`config.mk`:
```
export PLATFORM = sky130hd
export DESIGN_NAME = julian_date_to_calendar
export DESIGN_NICKNAME = d
export VERILOG_FILES = /design/src/design/jdc_pkg.sv /design/src/design/julian_date_to_calendar.sv /design/src/design/jdc_const_div.sv
export VERILOG_INCLUDE_DIRS = /design/src /design/src/design
export SDC_FILE = /design/constraint.sdc
export NUM_CORES = 2
export LEC_CHECK = 0
export BUFFER_PORTS_ARGS = -buffer_cell sky130_fd_sc_hd__buf_2
export CAP_MARGIN = 20
export CORE_MARGIN = 2
export CORE_UTILIZATION = 37
export DETAILED_ROUTE_END_ITERATION = 7
export PLACE_DENSITY = 0.6
export SLEW_MARGIN = 20
export SYNTH_ARGS = -nofsm -noshare
export SYNTH_HDL_FRONTEND = slang
export SYNTH_SLANG_ARGS = --single-unit
```
`constraint.sdc`:
```
create_clock -name aclk -period 20.3 [get_ports aclk]
set_input_delay 0 -clock aclk [delete_from_list [all_inputs] [get_ports aclk]]
set_output_delay 0 -clock aclk [all_outputs]
set_load 0.01 [all_outputs]
```
`src/design/julian_date_to_calendar_defines.svh`:
```
// Assertion macros for the calendar conversion RTL.
`ifndef JULIAN_DATE_TO_CALENDAR_DEFINES_SVH
`define JULIAN_DATE_TO_CALENDAR_DEFINES_SVH

// Same-cycle implication, clocked on aclk, off while in reset.
`define JDC_ASSERT_NOW(lbl, ante, cons, msg) \
    lbl: assert property (@(posedge aclk) disable iff (!aresetn) (ante) |-> (cons)) \
        else $error(msg);

// Next-cycle implication, clocked on aclk, off while in reset.
`define JDC_ASSERT_NEXT(lbl, ante, cons, msg) \
    lbl: assert property (@(posedge aclk) disable iff (!aresetn) (ante) |=> (cons)) \
        else $error(msg);

`endif

```
`src/design/jdc_pkg.sv`:
```
// Constants and helper function for the Julian date to calendar converter.
package jdc_pkg;

    localparam int JD_W          = 39;
    localparam int SUM_W         = JD_W + 1;
    localparam int YEAR_W        = 16;
    localparam int MONTH_W       = 4;
    localparam int DAY_W         = 5;
    localparam int FRAC_OUT_W    = 16;
    localparam int FRAC_BITS_DEF = 16;

    // Day number kept at least this wide so the Gregorian terms always fit.
    localparam int Z_MIN_W       = 24;

    localparam int unsigned GREG_START = 2299161;
    localparam int unsigned ALPHA_OFS  = 7468865;
    localparam int unsigned ALPHA_DEN  = 146097;
    localparam int unsigned B_OFS      = 1524;
    localparam int unsigned C_OFS      = 2442;
    localparam int unsigned C_DEN      = 7305;
    localparam int unsigned D_MUL      = 1461;
    localparam int unsigned E_MUL      = 10000;
    localparam int unsigned E_DEN      = 306001;
    localparam int unsigned YEAR_OFS_MAR = 4716;
    localparam int unsigned YEAR_OFS_JAN = 4715;
    localparam int unsigned MONTH_WRAP   = 14;

    // B - D lies in 123..488; E lies in 4..15.
    localparam int BD_W = 9;
    localparam int E_W  = 4;
    localparam int NE_W = 23;

    // floor(30.6001 * e)
    function automatic logic [BD_W-1:0] month_start(input logic [E_W-1:0] e);
        logic [BD_W-1:0] r;
        unique case (e)
            4'd0:    r = 9'd0;
            4'd1:    r = 9'd30;
            4'd2:    r = 9'd61;
            4'd3:    r = 9'd91;
            4'd4:    r = 9'd122;
            4'd5:    r = 9'd153;
            4'd6:    r = 9'd183;
            4'd7:    r = 9'd214;
            4'd8:    r = 9'd244;
            4'd9:    r = 9'd275;
            4'd10:   r = 9'd306;
            4'd11:   r = 9'd336;
            4'd12:   r = 9'd367;
            4'd13:   r = 9'd397;
            4'd14:   r = 9'd428;
            default: r = 9'd459;
        endcase
        return r;
    endfunction

endpackage

```
`src/design/julian_date_to_calendar.sv`:
```
// Julian date to calendar date converter (Meeus), deep pipeline top level.
//
//  channel | direction | words                        | handshake
//  s_      | in        | s_julian_date                | s_valid / s_ready
//  m_      | out       | m_year_number, m_month_number| m_valid / m_ready
//          |           | m_day_of_month, m_day_fraction|
//
// Cycles: one word enters per cycle unless a waiting output word stalls the
//   pipe; the stages are the three two-stage constant dividers (alpha, C, E)
//   plus the split, sum, D, B-D and output stages between them.
// Reset: aresetn (synchronous, active low) clears the stage valid bits only.
// Stalls: the whole pipe advances when the output stage is empty or taken;
//   s_ready = !m_valid | m_ready, so a waiting output word freezes every
//   stage, bubbles included.

`include "julian_date_to_calendar_defines.svh"

module julian_date_to_calendar #(
    parameter int FRAC_BITS = jdc_pkg::FRAC_BITS_DEF
) (
    input  logic                                 aclk,
    input  logic                                 aresetn,
    input  logic                                 s_valid,
    output logic                                 s_ready,
    input  logic [jdc_pkg::JD_W-1:0]             s_julian_date,
    output logic                                 m_valid,
    input  logic                                 m_ready,
    output logic signed [jdc_pkg::YEAR_W-1:0]    m_year_number,
    output logic [jdc_pkg::MONTH_W-1:0]          m_month_number,
    output logic [jdc_pkg::DAY_W-1:0]            m_day_of_month,
    output logic [jdc_pkg::FRAC_OUT_W-1:0]       m_day_fraction
);

    import jdc_pkg::*;

    // ---- widths ------------------------------------------------------------
    localparam int ZR_W  = SUM_W - FRAC_BITS;               // raw day number bits
    localparam int Z_W   = (ZR_W > Z_MIN_W) ? ZR_W : Z_MIN_W;
    localparam int NA_W  = Z_W + 2;                         // 4z - ofs
    localparam int QA_W  = NA_W - 17;                       // alpha
    localparam int B_W   = Z_W + 1;                         // A, B
    localparam int NC_W  = B_W + 5;                         // 20B - ofs
    localparam int QC_W  = NC_W - 12;                       // C
    localparam int DP_W  = QC_W + 11;                       // 1461 C
    localparam int DEPTH = 11;

    // ---- pipeline control --------------------------------------------------
    logic [DEPTH-1:0] vld_reg;
    logic [DEPTH-1:0] vld_next;
    logic             adv;

    assign adv      = !vld_reg[DEPTH-1] || m_ready;
    assign s_ready  = adv;
    assign m_valid  = vld_reg[DEPTH-1];
    assign vld_next = adv ? {vld_reg[DEPTH-2:0], s_valid} : vld_reg;

    always_ff @(posedge aclk) begin
        if (!aresetn) begin
            vld_reg <= '0;
        end else begin
            vld_reg <= vld_next;
        end
    end

    // ---- stage 1: half-day shift, split into day number and fraction --------
    logic [SUM_W-1:0]      sum_in;
    logic [Z_W-1:0]        z_in;
    logic [FRAC_OUT_W-1:0] frac_in;

    assign sum_in = {1'b0, s_julian_date} + (SUM_W'(1) << (FRAC_BITS - 1));
    assign z_in   = Z_W'(sum_in[SUM_W-1:FRAC_BITS]);

    generate
        if (FRAC_BITS >= FRAC_OUT_W) begin : g_frac_trunc
            assign frac_in = sum_in[FRAC_BITS-1 -: FRAC_OUT_W];
        end else begin : g_frac_pad
            assign frac_in = {sum_in[FRAC_BITS-1:0], {(FRAC_OUT_W-FRAC_BITS){1'b0}}};
        end
    endgenerate

    logic [Z_W-1:0]        z1_reg, z2_reg, z3_reg;
    logic                  g1_reg, g2_reg, g3_reg;
    logic [FRAC_OUT_W-1:0] f1_reg, f2_reg, f3_reg, f4_reg, f5_reg, f6_reg;
    logic [FRAC_OUT_W-1:0] f7_reg, f8_reg, f9_reg, f10_reg;

    // ---- stages 2-3: alpha = floor((4z - 7468865) / 146097) -----------------
    logic [NA_W-1:0] alpha_num;
    logic [QA_W-1:0] alpha;

    assign alpha_num = {z1_reg, 2'b00} - NA_W'(ALPHA_OFS);

    jdc_const_div #(
        .NUM_W (NA_W),
        .DEN   (ALPHA_DEN),
        .Q_W   (QA_W)
    ) u_div_alpha (
        .aclk (aclk),
        .en   (adv),
        .num  (alpha_num),
        .quo  (alpha)
    );

    // ---- stage 4: A and B ---------------------------------------------------
    // Gregorian: A = z + 1 + alpha - floor(alpha/4); Julian: A = z
    logic [B_W-1:0] a_val;
    logic [B_W-1:0] b_next;
    logic [B_W-1:0] b4_reg, b5_reg, b6_reg, b7_reg;

    assign a_val  = g3_reg ? (B_W'(z3_reg) + B_W'(1) + B_W'(alpha) - B_W'(alpha >> 2))
                           : B_W'(z3_reg);
    assign b_next = a_val + B_W'(B_OFS);

    // ---- stages 5-6: C = floor((20B - 2442) / 7305) -------------------------
    logic [NC_W-1:0] c_num;
    logic [QC_W-1:0] c_val;

    assign c_num = NC_W'({b4_reg, 4'b0000}) + NC_W'({b4_reg, 2'b00}) - NC_W'(C_OFS);

    jdc_const_div #(
        .NUM_W (NC_W),
        .DEN   (C_DEN),
        .Q_W   (QC_W)
    ) u_div_c (
        .aclk (aclk),
        .en   (adv),
        .num  (c_num),
        .quo  (c_val)
    );

    // ---- stage 7: D = floor(1461 C / 4) ---------------------------------------
    logic [DP_W-1:0] d_prod;
    logic [B_W-1:0]  d7_reg;
    logic [QC_W-1:0] c7_reg, c8_reg, c9_reg, c10_reg;

    assign d_prod = DP_W'(c_val) * DP_W'(D_MUL);

    // ---- stage 8: B - D and its scaled form ---------------------------------
    // only the low bits of B - D matter: the true value is 123..488
    logic [B_W-1:0]  bd_full;
    logic [BD_W-1:0] bd_val;
    logic [NE_W-1:0] ne_next;
    logic [NE_W-1:0] ne8_reg;
    logic [BD_W-1:0] bd8_reg, bd9_reg, bd10_reg;

    assign bd_full = b7_reg - d7_reg;
    assign bd_val  = bd_full[BD_W-1:0];
    assign ne_next = NE_W'(bd_val) * NE_W'(E_MUL);

    // ---- stages 9-10: E = floor(10000 (B - D) / 306001) -----------------------
    logic [E_W-1:0] e_val;

    jdc_const_div #(
        .NUM_W (NE_W),
        .DEN   (E_DEN),
        .Q_W   (E_W)
    ) u_div_e (
        .aclk (aclk),
        .en   (adv),
        .num  (ne8_reg),
        .quo  (e_val)
    );

    // ---- stage 11: day, month, year -----------------------------------------
    logic [MONTH_W-1:0] month_next;
    logic [BD_W-1:0]    day_full;
    logic [YEAR_W-1:0]  year_next;

    assign month_next = (e_val < E_W'(MONTH_WRAP)) ? (e_val - MONTH_W'(1))
                                                   : (e_val - MONTH_W'(13));
    assign day_full   = bd10_reg - month_start(e_val);
    assign year_next  = c10_reg[YEAR_W-1:0] -
                        ((month_next > MONTH_W'(2)) ? YEAR_W'(YEAR_OFS_MAR)
                                                    : YEAR_W'(YEAR_OFS_JAN));

    logic [YEAR_W-1:0]     year_reg;
    logic [MONTH_W-1:0]    month_reg;
    logic [DAY_W-1:0]      day_reg;
    logic [FRAC_OUT_W-1:0] frac_reg;

    // ---- payload registers: no reset, move with the valid bits ----------------
    always_ff @(posedge aclk) begin
        if (adv) begin
            z1_reg   <= z_in;
            g1_reg   <= (z_in >= Z_W'(GREG_START));
            f1_reg   <= frac_in;

            z2_reg   <= z1_reg;
            g2_reg   <= g1_reg;
            f2_reg   <= f1_reg;
            z3_reg   <= z2_reg;
            g3_reg   <= g2_reg;
            f3_reg   <= f2_reg;

            b4_reg   <= b_next;
            f4_reg   <= f3_reg;

            b5_reg   <= b4_reg;
            f5_reg   <= f4_reg;
            b6_reg   <= b5_reg;
            f6_reg   <= f5_reg;

            d7_reg   <= B_W'(d_prod >> 2);
            c7_reg   <= c_val;
            b7_reg   <= b6_reg;
            f7_reg   <= f6_reg;

            ne8_reg  <= ne_next;
            bd8_reg  <= bd_val;
            c8_reg   <= c7_reg;
            f8_reg   <= f7_reg;

            bd9_reg  <= bd8_reg;
            c9_reg   <= c8_reg;
            f9_reg   <= f8_reg;
            bd10_reg <= bd9_reg;
            c10_reg  <= c9_reg;
            f10_reg  <= f9_reg;

            year_reg  <= year_next;
            month_reg <= month_next;
            day_reg   <= day_full[DAY_W-1:0];
            frac_reg  <= f10_reg;
        end
    end

    assign m_year_number  = signed'(year_reg);
    assign m_month_number = month_reg;
    assign m_day_of_month = day_reg;
    assign m_day_fraction = frac_reg;

    // ---- assertions ---------------------------------------------------------
    `JDC_ASSERT_NOW(a_month_range, m_valid, (m_month_number >= 4'd1) && (m_month_number <= 4'd12), "month out of range")
    `JDC_ASSERT_NOW(a_day_range, m_valid, m_day_of_month != 5'd0, "day of month is zero")
    `JDC_ASSERT_NOW(a_stall_only_on_full_out, !s_ready, m_valid && !m_ready, "pipe stalled without a blocked output")
    `JDC_ASSERT_NEXT(a_out_taken_advances, s_valid && s_ready, vld_reg[0], "accepted word not in first stage")

endmodule

```
`src/design/jdc_const_div.sv`:
```
// Two-stage pipelined floor division by a constant (reciprocal multiply, one correction).
module jdc_const_div #(
    parameter int          NUM_W = 26,
    parameter int unsigned DEN   = 7,
    parameter int          Q_W   = 9
) (
    input  logic             aclk,
    input  logic             en,
    input  logic [NUM_W-1:0] num,
    output logic [Q_W-1:0]   quo
);

    // floor(2^NUM_W / DEN) underestimates the quotient by at most one
    localparam logic [63:0] RECIP = (64'd1 << NUM_W) / 64'(DEN);
    localparam int M_W = NUM_W - $clog2(DEN) + 1;
    localparam int P_W = NUM_W + M_W;
    localparam logic [NUM_W-1:0] DEN_V = NUM_W'(DEN);

    logic [P_W-1:0]   prod_reg;
    logic [NUM_W-1:0] num_reg;
    logic [Q_W-1:0]   quo_reg;

    logic [M_W-1:0]   q_est;
    logic [P_W-1:0]   back;
    logic [NUM_W-1:0] rem;
    logic [M_W:0]     q_full;

    assign q_est  = prod_reg[P_W-1:NUM_W];
    assign back   = P_W'(q_est) * P_W'(DEN);
    assign rem    = num_reg - back[NUM_W-1:0];
    assign q_full = {1'b0, q_est} + (M_W+1)'(rem >= DEN_V);

    always_ff @(posedge aclk) begin
        if (en) begin
            prod_reg <= P_W'(num) * P_W'(RECIP[M_W-1:0]);
            num_reg  <= num;
            quo_reg  <= Q_W'(q_full);
        end
    end

    assign quo = quo_reg;

endmodule

```
==> After elaboration in Yosys (flattened, before gate mapping) <==
Memory sizes are Yosys's and may differ from the RTL's. A register that Yosys moved wholly into a read port is not among the register bits.
Cells that the tools add are included.
{ "op_classes": {"addsub": 19, "mul": 8, "magnitude_cmp": 6, "muxes": 4, "n_reduce_logical": 2} }
{ "ops": {"columns": ["op", "count"], "rows": [
  ["multiplier 30 x 18 -> 48 bit (second input constant)", 1],
  ["adder 39 x 16 -> 40 bit (second input constant)", 1],
  ["multiplier 26 x 9 -> 35 bit (second input constant)", 1],
  ["adder 29 x 27 -> 30 bit", 1],
  ["greater-or-equal comparator 30 x 13 -> 1 bit (second input constant)", 1],
  ["multiplier 18 x 13 -> 30 bit (second input constant)", 1],
  ["subtractor 30 x 12 -> 30 bit (second input constant)", 1],
  ["subtractor 30 bit", 1],
  ["greater-or-equal comparator 26 x 18 -> 1 bit (second input constant)", 1],
  ["multiplier 9 x 18 -> 26 bit (second input constant)", 1],
  ["subtractor 26 x 23 -> 26 bit (second input constant)", 1],
  ["subtractor 26 bit", 1],
  ["adder 24 x 1 -> 25 bit (second input constant)", 1],
  ["adder 25 x 11 -> 25 bit (second input constant)", 1],
  ["adder 25 x 9 -> 25 bit", 1],
  ["two-way mux 25 bit", 1],
  ["subtractor 25 x 7 -> 25 bit", 1],
  ["greater-or-equal comparator 24 x 22 -> 1 bit (second input constant)", 1],
  ["multiplier 19 x 5 -> 24 bit (second input constant)", 1],
  ["greater-or-equal comparator 23 x 19 -> 1 bit (second input constant)", 1],
  ["multiplier 5 x 19 -> 23 bit (second input constant)", 1],
  ["subtractor 23 bit", 1],
  ["multiplier 9 x 10 -> 19 bit (second input constant)", 1],
  ["adder 18 x 1 -> 18 bit", 1],
  ["14 further kinds", 15]
]} }
{ "totals": {"regBits": 659, "rom_bits": 144, "input_bits": 43, "output_inout_bits": 43, "elab_cells": 83, "n_memories": 1} }
{ "mem_list": {"columns": ["name", "depth", "word_bits", "rd", "rd_clocked_by_memory_dff", "wr", "line_no", "rtl"], "rows": [
  ["(name not given)", 16, 9, 1, 1, 0, "jdc_pkg.sv:36", "unique case (e)"]
]} }

==> Depth between registers and ports, before layout <==
{ "depth": {"depth_word": 5, "ltp_mapped": 35, "ltp_nobuf": 35} }

==> Modules after synthesis <==
A second synthesis with hierarchy kept.
{ "hier_totals": {"cells_unflattened": 4484, "area_unflattened_um2": 52192.6} }
{ "modules_own_cells": {"columns": ["mod", "instances", "cells_per_inst", "area_per_inst_um2", "seq_area_each_um2"], "rows": [
  ["julian_date_to_calendar", 1, 1597, 21655.8, 13162.6],
  ["jdc_const_div (u_div_c)", 1, 1511, 16224.3, 1981.9],
  ["jdc_const_div (u_div_alpha)", 1, 787, 8740.9, 1321.3],
  ["jdc_const_div (u_div_e)", 1, 589, 5571.6, 960.9]
]} }

==> Worst setup path after synthesis <==
Ideal clock, no wire load.
{ "synth_timing": {"kind": "reg2reg", "startpoint": "register vld_reg[10]", "endpoint": "register b4_reg[0] (enable)", "setup_ps": 1145, "arrival_time_ps": 15919, "required_ps": 19155, "setup_slack_ps": 3236, "stages_incl_launch_ff": 4, "path_buffers": 1, "synth_period_minus_slack_ps": 17064, "path_cell_list": "dfxtp_1 nor2b_1 clkinv_1 clkbuf_1"} }
{ "synth_between": {"elab_chain_len": 2} }
{ "synth_lines": {"columns": ["element", "line_no", "rtl"], "rows": [
  ["start, declared", "julian_date_to_calendar.sv:48", "logic [DEPTH-1:0] vld_reg;"],
  ["start signal, assigned", "julian_date_to_calendar.sv:61", "vld_reg <= vld_next;"],
  ["logical NOT 1 bit", "julian_date_to_calendar.sv:52", "assign adv = !vld_reg[DEPTH-1] || m_ready;"],
  ["logical OR 1 bit", "julian_date_to_calendar.sv:52", null],
  ["via s_ready", "julian_date_to_calendar.sv:24", "output logic s_ready,"],
  ["end signal, assigned", "julian_date_to_calendar.sv:194", "b4_reg <= b_next;"],
  ["end, declared", "julian_date_to_calendar.sv:107", "logic [B_W-1:0] b4_reg, b5_reg, b6_reg, b7_reg;"]
]} }
The timed path passes the listed nets, and every way through them passes these cells.
A chain may end at the register's enable or synchronous reset.

==> Worst setup path in the final report <==
{ "layout_timing": {"startpoint": "register b4_reg[0]", "endpoint": "register u_div_c.prod_reg[46], data pin"} }
{ "layout_between": {"elab_chain_len": 3} }
{ "layout_lines": {"columns": ["element", "line_no", "rtl"], "rows": [
  ["adder 29 x 27 -> 30 bit", "julian_date_to_calendar.sv:117", "assign c_num = NC_W'({b4_reg, 4'b0000}) + NC_W'({b4_reg, 2'b00}) - NC_W'(C_OFS);"],
  ["subtractor 30 x 12 -> 30 bit", "julian_date_to_calendar.sv:117", null],
  ["via c_num[2]", "julian_date_to_calendar.sv:114", "logic [NC_W-1:0] c_num;"],
  ["multiplier 30 x 18 -> 48 bit", "jdc_const_div.sv:35", "prod_reg <= P_W'(num) * P_W'(RECIP[M_W-1:0]);"],
  ["end signal, assigned", "jdc_const_div.sv:35", null],
  ["end, declared", "jdc_const_div.sv:19", "logic [P_W-1:0] prod_reg;"]
]} }
The timed path passes the listed nets, and every way through them passes these cells.

==> summary.md <==
| Metric | Value |
|---|---|
| Die Y | `around 370 µm` |
| Vias in the first global route | `around 32k` |
| Num ports | `86` |
| Actual slew at the worst max-slew pin | `1.094 ns` |
| Final hold vios | `0` |
| Hold crit path type | `in -> reg` |
| Cell Rows | `roughly 140` |
| Fin nets | `roughly 6k` |
| Crit path buffers/inverters | `6` |
| CP arrival | `between 10 and 15 ns` |
| Initial antenna violation count | `1` |
| Mapped Area | `around 50000 µm²` |
| CP Max Fanout | `9` |
| Final Setup Violations | `0` |
| Area grow syn2layout | `11.48%` |
| Max-Cap Viols | `0` |
| Unrepaired setup endpoints after global routing | `no` |
| FF-to-FF setup slack | `around 10 ns` |
| Clk Latency, worst-skew pair | `~0.67 ns` |
| Ant. Diodes | `0` |
| Reg area | `around 17000 µm²` |
| Die ar. | `140300 µm²` |
| Max reg flops | `28` |
| Starting Density | `a little under two fifths` |
| CP max-delay cell | `o41ai_1` |
| Relative slew slack | `between 20% and 30%` |
| Slew Limit Fails | `0` |
| Startpoint types | `register` |
| Remaining Overflow, GRT | `0` |
| Layout cells sized above 1 | `around 5.3%` |
| First-pass detailed-route iteration total | `5` |
| Yosys reg bits | `575` |
| Top post-synthesis cells by count | `1082 x inv_1, 793 x ha_1, 559 x edfxtp_1` |
| Setup CP Type | `reg -> reg` |
| Yosys top cell by area | `edfxtp_1` |
| Total GRT Usage | `roughly 15%` |
| Yosys top cell area share | `around a third` |
| Synth warn | `0` |
| Critical path's top delay family | `adder cells` |
| Post-cts resize count | `0` |
| DRT iter0 DRCs | `around 1.4k` |
| WL final | `between 90000 and 100000 µm` |
| Crit path largest cell delay | `approximately 0.74 ns` |
| GPL Wtd Cong | `between 0.8 and 0.9` |
| Worst setup EP type | `register` |
| Tcrit/Tclk final | `49.85%` |
| Synth Instances | `approximately 4.4k` |
| Via count | `roughly 31k` |
| Post-synth EDFFs | `approximately 560` |
| WL/cell | `between 15 and 20 µm` |
| Clk slew on worst S/H paths | `~0.060 ns` |
| F_max | `0.09882 GHz` |
| Die W | `374.6 µm` |
| TritonCTS Buffers | `71` |
| H-tree Lvls | `3` |
| CTS tree | `built` |
| Number of I/O port buffers | `between 80 and 90` |
| Root buffer cell | `clkbuf_16` |
| Area contributors post-synth | `edfxtp_1 33%, fa_1 20%, ha_1 20%` |
| Register area share after synthesis | `roughly 34%` |
| Most frequent cell after synthesis | `inv_1` |
| DRC errors left | `0` |
| CP required | `~21 ns` |
| Clock Path Buffers | `3` |
| # fillers | `~13k` |
| Final HPWL DP | `roughly 79000 µm` |
| Final antenna-violating net count | `0` |
| Core area | `136000 µm²` |
| Fin crit period | `10.12 ns` |
| Post-synth top flop | `edfxtp_1` |
| TNS Setup | `0 ns` |
| Largest net degree at the start of global routing | `roughly 180` |
| Syn nets | `5774` |
| CTS Sinks | `575` |
| Asr flop ratio synth | `0%` |
| Clock Skew | `between 0.04 and 0.05 ns` |
| First-pass GRT wire length | `between 150000 and 200000 µm` |
| Syn avg cell area | `around 11 µm²` |
| Run status | `finished clean` |
| Via-to-Cell Ratio | `approximately 4.7` |
| Distinct cells, synth | `just over 90` |
| Multi-input gate area | `a little under 30000 µm²` |
==> area by class of cell <==
type,count,share of cell area (%)
Multi-Input combinational cell,2741,52.12
Sequential cell,575,30.19
Inverter,1083,7.188
Tap cell,1781,3.933
Clock buffer,81,3.277
Timing Repair Buffer,177,2.323
Clock inverter,46,0.9650
==> layout by cell type (no fill, tap or decap), types with 29 or more instances in the layout <==
master	netlist	routed
a21o_1	93	93
a21oi_1	149	149
and3_1	34	34
buf_2	4	85
clkbuf_16	0	73
dlygate4sd3_1	0	70
edfxtp_1	559	559
fa_1	507	507
ha_1	793	793
inv_1	1082	1082
nand2_1	149	149
nand3_1	55	55
nand4_1	34	34
nor2_1	119	119
nor3_1	46	46
o21ai_0	81	81
o21bai_1	29	29
xnor2_1	160	159
xor2_1	99	99
==> metal layers <==
metal,vias to the layer above,wire length [µm],global-route usage [%]
met3,125,3453,2.421
met5,-,10,0
li1,15251,-,-
met2,425,47950,25.27
met4,2,2339,3.987
met1,14936,43860,18.66
==> kinds of logic (layout without fill, tap and decap cells) <==
logic type / Yosys count / after routing / synth area share, %
adders and majority gates: 1300 / 1300 / 39.49
buffers and inverters: 1115 / 1387 / 8.247
DFF: 575 / 575 / 33.66
xor gates and xnor gates: 261 / 261 / 4.552
AOI/OAI and AO/OA: 592 / 592 / 7.905
and+or+nand+nor: 561 / 561 / 5.525
muxes: 27 / 27 / 0.6179
==> path summary, 6_finish.rpt <==
kind | from | end | depth (start not counted)
worst max-delay path | b4_reg[0] | u_div_c.prod_reg[46] | 32
worst min-delay path | s_julian_date[5] | f1_reg[5] | 2
worst max register to register | b4_reg[0] | u_div_c.prod_reg[46] | 32
worst min register to register | f9_reg[3] | f10_reg[3] | 0
==> repair_timing <==
action / 4_1_cts / 5_1_grt
endpoints found under the setup margin: 0 / 0
setup buffers: 0 / 0
hold buffers: 70 / 0
endpoints found under the hold margin: 52 / 0
==> through the flow <==
step                      util, %  instances  setup WS, ns  area (µm²)  hold WS [ns]
after floorplan                 -       4431         3.236       50820       0.09887
after global placement      39.39       6287         10.33       53560        0.1761
after detailed placement    39.39       6287         10.20       53560        0.1781
after CTS                   41.67       6484         10.17       56660      0.001773
after global routing        41.67       6484         9.275       56660       0.01323
final                       41.67       6484         10.18       56660       0.06721
Power is left out: the tool's default activity adds up to more than one toggle a clock period on the data nets, which glitch-free logic cannot reach.
